### config.mk
export PLATFORM = sky130hd
export DESIGN_NAME = tnm_queue
export DESIGN_NICKNAME = d
export VERILOG_FILES = /design/src/hw/rtl/tnm_pkg.sv /design/src/hw/rtl/tnm_queue.sv
export SDC_FILE = /design/constraint.sdc
export NUM_CORES = 1
export LEC_CHECK = 0
export ABC_AREA = 1
export BUFFER_PORTS_ARGS = -buffer_cell sky130_fd_sc_hd__clkbuf_2
export CORE_MARGIN = 2
export CORE_UTILIZATION = 40
export DETAILED_ROUTE_END_ITERATION = 16
export PLACE_DENSITY_LB_ADDON = 0.12
export SLEW_MARGIN = 20
export SYNTH_ARGS = -nofsm -noshare
export SYNTH_HDL_FRONTEND = slang
export SYNTH_SLANG_ARGS = --single-unit
### constraint.sdc
create_clock -name clk -period 2.4 [get_ports clk]
set_input_delay 0.48 -clock clk [delete_from_list [all_inputs] [get_ports clk]]
set_output_delay 0.48 -clock clk [all_outputs]
set_load 0.03 [all_outputs]
### src/hw/rtl/tnm_pkg.sv
package tnm_pkg;

    localparam int MAX_INPUTS_DEF = 64;
    localparam int FIFO_DEPTH     = 2;

    typedef enum logic [3:0] {
        MODE_LOAD_W  = 4'd0,
        MODE_LOAD_B  = 4'd1,
        MODE_FWD     = 4'd2,
        MODE_ADD_D   = 4'd3,
        MODE_CLR_D   = 4'd4,
        MODE_W_GRAD  = 4'd5,
        MODE_B_GRAD  = 4'd6,
        MODE_UPD_W   = 4'd7,
        MODE_UPD_B   = 4'd8,
        MODE_DERIV   = 4'd9,
        MODE_READ_W  = 4'd10,
        MODE_NOP     = 4'd15
    } mode_t;

    typedef enum logic [1:0] {
        KIND_FWD   = 2'd0,
        KIND_DERIV = 2'd1,
        KIND_READ  = 2'd2
    } kind_t;

    localparam logic [1:0] CFG_ACT  = 2'd0;
    localparam logic [1:0] CFG_RATE = 2'd1;
    localparam logic [1:0] CFG_CNT  = 2'd2;

    // Back end sequencer: every op takes the same path, idle, read, multiply, then write.
    typedef enum logic [2:0] {
        BE_IDLE,
        BE_READ,
        BE_MUL,
        BE_WRITE,
        BE_EMIT
    } be_state_t;

    // Decoded word handed from front to back.
    typedef struct packed {
        mode_t        mode;
        logic [5:0]   index;
        logic [15:0]  value;
        logic         last;
        logic         in_store;
    } cmd_t;

    typedef struct packed {
        logic         empty;
        logic         full;
    } q_stat_t;

    function automatic logic signed [15:0] sat16(input logic signed [33:0] v);
        if (v > 34'sd32767)
            sat16 = 16'sh7fff;
        else if (v < -34'sd32768)
            sat16 = 16'sh8000;
        else
            sat16 = v[15:0];
    endfunction

    function automatic logic signed [31:0] sat32(input logic signed [33:0] v);
        if (v > 34'sd2147483647)
            sat32 = 32'sh7fffffff;
        else if (v < -34'sd2147483648)
            sat32 = 32'sh80000000;
        else
            sat32 = v[31:0];
    endfunction

    // PLAN sigmoid, Q16.16 in, Q8.8 out (0..256).
    function automatic logic [15:0] plan(input logic signed [31:0] x);
        logic [31:0] m;
        logic [31:0] y;
        m = x[31] ? (32'd0 - x) : x;
        if (m >= 32'd327680)
            y = 32'd65536;
        else if (m >= 32'd155648)
            y = (m >> 5) + 32'd55296;
        else if (m >= 32'd65536)
            y = (m >> 3) + 32'd40960;
        else
            y = (m >> 2) + 32'd32768;
        if (x[31])
            y = 32'd65536 - y;
        plan = {8'd0, y[15:8]} | (y[16] ? 16'd256 : 16'd0);
    endfunction

endpackage

### src/hw/rtl/tnm_queue.sv
module tnm_queue (
    input  logic              clk,
    input  logic              rst_n,
    input  logic              push,
    input  tnm_pkg::cmd_t     push_cmd,
    input  logic              pop,
    output tnm_pkg::cmd_t     head,
    output tnm_pkg::q_stat_t  q_stat
);

    tnm_pkg::cmd_t mem_reg [tnm_pkg::FIFO_DEPTH];
    logic       wp_reg, rp_reg;
    logic [1:0] cnt_reg;

    always_ff @(posedge clk)
    begin
        if (push)
            mem_reg[wp_reg] <= push_cmd;
    end

    always_ff @(posedge clk or negedge rst_n)
    begin
        if (!rst_n)
        begin
            wp_reg  <= 1'b0;
            rp_reg  <= 1'b0;
            cnt_reg <= 2'd0;
        end
        else
        begin
            if (push)
                wp_reg <= ~wp_reg;
            if (pop)
                rp_reg <= ~rp_reg;
            cnt_reg <= cnt_reg + {1'b0, push} - {1'b0, pop};
        end
    end

    assign head         = mem_reg[rp_reg];
    assign q_stat.empty = (cnt_reg == 2'd0);
    assign q_stat.full  = (cnt_reg == 2'(tnm_pkg::FIFO_DEPTH));

endmodule

# --- Word level (Yosys, flattened, before mapping) ---
# Memories as Yosys holds them, arrays and structs flattened.
# Index checks and enable logic that the tools add are counted.
word_totals:
  mem_bits_rw: 56
  mem_count: 1
  regBits: 4
  output_inout_bits: 30
  input_bits: 32
op_classes:
  n_mux: 2
  reduce_logical: 1
  n_bitwise: 2
  n_eq_ne: 1
  addsub: 2
mem_list:
  columns: ["name", "words", "width", "read_ports", "rd_ports_with_merged_regs", "write_ports", "line_no", "text"]
  rows:
  - ["mem_reg", 2, 28, 1, 0, 1, "tnm_queue.sv:11", "tnm_pkg::cmd_t mem_reg [tnm_pkg::FIFO_DEPTH];"]
op_table:
  columns: ["op", "n"]
  rows:
  - ["$add 2x1->2", 1]
  - ["$eq 2x2->1 const B", 1]
  - ["$logic_not 2->1", 1]
  - ["$mux 1", 2]
  - ["$not 1->1", 2]
  - ["$sub 2x1->2", 1]

# --- Depth between registers and ports, before layout ---
depth:
  word_depth: 2
  depth_mapped: 7

# --- Worst setup path after synthesis ---
# OpenSTA, ideal clock, no wires.
synth_path:
  path_kind: "input -> register"
  from: "input push"
  to: "memory mem_reg[0][0] in the netlist's numbering (enable)"
  stages: 2
  path_buffers: 0
  path_slack_ns: 0.284
  arrival_ns: 1.702
  setup_time_ns: 0.413
  t_required_ns: 1.987
  cell_sequence: "inv_1 -> nor2_1"
synth_via:
  elab_chain_cells: 2
synth_lines:
  columns: ["item", "line_no", "text"]
  rows:
  - ["start: declaration", "tnm_queue.sv:4", "input logic push,"]
  - ["$mux 1", "tnm_queue.sv:17", "if (push)"]
  - ["$mux 1 (not written as such)", "tnm_queue.sv:18", "mem_reg[wp_reg] <= push_cmd;"]
  - ["end: declaration", "tnm_queue.sv:11", null]
# Every way passes these cells.

==> results.toml <==
[cts]
cts_root_buffer = "clkbuf_8"
cts_buffers = 9
clock_latency_ns = 0.32
post_cts_resized = 0
path_clk_slew_ns = 0.07
clock_sinks = 60
cts_buffer_depth = 2
htree_levels = 3
cts_tree = "done"

[power]
p_leak_uw = 0.00129
vdd_drop_max_mv = 0.604
powerDensity_nw_per_um2 = 1270

[final_layout]
post-route-cell-area_sq_um = 2890
n_antenna_cell = 0
fillers = 518
fin_nets = 278
final_core_util_pct = 52.1
layout_commonest_cell = "clkbuf_2"
layout-drive-gt1-share_pct = 33.7
area_growth_pct = 24.6
largest_reg_flops = 56
final_cell_mix = "clkbuf_2, edfxtp_1, inv_1"

[die]
io_pins = 62
dieArea_sq_um = 6410
die_x_um = 80.1
coreArea_sq_um = 5540
die_y_um = 80.1
fp-row-count = 27
initial_core_util_pct = 41.8

[worst_setup_path]
cp-end-kind = "output pin"
required_ns = 1.92
reg2reg_depth = 3
cp-start-kind = "flop"
cp.arrival_ns = 1.64
cp_max_fo = 25
crit_type = "reg2out"

[global_route]
grt-ovfl-total = 0
antenna_found_initial = 0
track_usage_pct = 12.9
grt_max_degree = 26
first_global_vias = 1279
grt_pass1_wl_um = 5830

[run]
drv_cap = 0

[logic_synthesis]
synth.distinct_cells = 15
yosys.area_share.simple_pct = 6.21
muxShareOfSynthArea_pct = 0
synth_top_family_by_area = "buffers and inverters"
synth_nets = 205
synth_area_sq_um = 2320
synth_fa_ha_area_share_pct = 1.08
synthXorXnorAreaFrac_pct = 0.756
synth_compound_area_share_pct = 6.37
synthesis.area_per_instance_sq_um = 13.5
syn_inst = 171
synth_warnings = 0
ys_seq_elements = 60
yosysSeqAreaShare_pct = 76.9

[routing]
route.vias.total = 1401
vias_per_cell = 4.36
drc = 0
routed_wl_um = 3720
wl_per_cell_um = 11.6
drt_first_pass_iters = 4
dr.first_iter.drc_count = 77
ant_nets = 0

[sta]
whs_ns = 0.342
fin_setup_tns_ns = 0
rsz0062_at_grt = "no"
hold_violations = 0
worst_pin_slew_ns = 0.417
timing.final.ws_setup_ns = 0.275
slew_violations = 0
fmax_ghz = 0.471
setup_viol = 0
finalCritPeriodShare_pct = 88.5
fin_skew_ns = 0.00749
max-slew-margin-rel_pct = 72.2
min_period_ns = 2.12

[placement]
port_buffers = 61
gp_congestion = 0.661
dp_slack_ns = 0.616
place_area_sq_um = 2690
hpwl_um = 2620

[hold_path]
hp-class = "in2reg"
min_delay_path_depth = 1

[run_status]
status = "completed"
==> cells in the mapped netlist <==
| cell type | n | area, sq um |
|---|---|---|
| xor2_1 | 2 | 17.5 |
| nand3_1 | 1 | 5.00 |
| clkbuf_1 | 2 | 7.51 |
| inv_1 | 35 | 131 |
| ha_1 | 2 | 25.0 |
| nand2_1 | 34 | 128 |
| edfxtp_1 | 56 | 1680 |
| nor2_1 | 3 | 11.3 |
| buf_8 | 2 | 30.0 |
| buf_6 | 1 | 11.3 |
| o21ai_0 | 24 | 120 |
| o21ai_1 | 2 | 10.0 |
| dfrtp_1 | 4 | 100 |
| o21ai_2 | 2 | 17.5 |
| buf_12 | 1 | 20.0 |
==> metrics by stage <==
stage | total power (uW) | std cells
2_1_floorplan | 2540 | 171
3_3_place_gp | 2860 | 304
3_5_place_dp | 2880 | 304
4_1_cts | 3730 | 321
5_1_grt | 3900 | 321
6_report | 3670 | 321
==> per-layer routing <==
metal  vias up  part of all wire [%]  track usage [%]  routed length (um)
met5         -                     0                0                   0
met4         0                   2.1             9.66                  77
met3         9                   6.6             4.27                 246
met2        43                    49             20.4                1820
met1       636                    42             14.4                1580
li1        713                     -                -                   -
==> final timing paths <==
kind | startpoint | endpoint | slack (ns)
worst max-delay path | rp_reg | head[18] | 0.28
worst min-delay path | push_cmd[19] | mem_reg[0][19] | 0.34
worst max register to register | wp_reg | mem_reg[1][12] | 1.05
worst min register to register | wp_reg | wp_reg | 0.51
max in group asynchronous | rst_n | rp_reg | 1.76
min in group asynchronous | rst_n | cnt_reg[1] | 0.49
==> repair_timing <==
item                      in CTS  in global routing
buffers inserted               0                  0
hold endpoints to repair       4                  0
hold buffers                   1                  0
==> cells by family after synthesis <==
group | count (synthesis)
AND/OR/NAND/NOR | 38
buffers and inverters | 41
adder cells (fa/ha/maj) | 2
flip-flops | 60
XOR/XNOR | 2
AO/OA/AOI/OAI | 28
==> layout make-up <==
| type | instances | area [sq um] | area share [%] |
|---|---|---|---|
| repair buffers | 68 | 360 | 12.5 |
| flip-flops and latches | 60 | 1780 | 61.8 |
| clock inverters | 5 | 52.6 | 1.82 |
| inverters | 35 | 131 | 4.55 |
| well taps | 72 | 90.1 | 3.12 |
| clock buffers | 11 | 131 | 4.55 |
| multi-input cells | 70 | 337 | 11.7 |
==> report_power, final <==
group | leakage (uW) | internal (uW) | switching, uW | total [uW]
Clock | 0.0000947 | 474 | 359 | 834
Combinational | 0.000624 | 359 | 964 | 1320
Sequential | 0.000572 | 1400 | 113 | 1510
Total | 0.00129 | 2230 | 1440 | 3670
==> worst max-delay path, cell delays in order, from the launching register on <==
cell and delay (ns):
dfrtp_2 0.61, buf_4 0.29, nand2_1 0.07, o21ai_0 0.10
clkbuf_2 0.25
(Power assumes the default switching activity.)
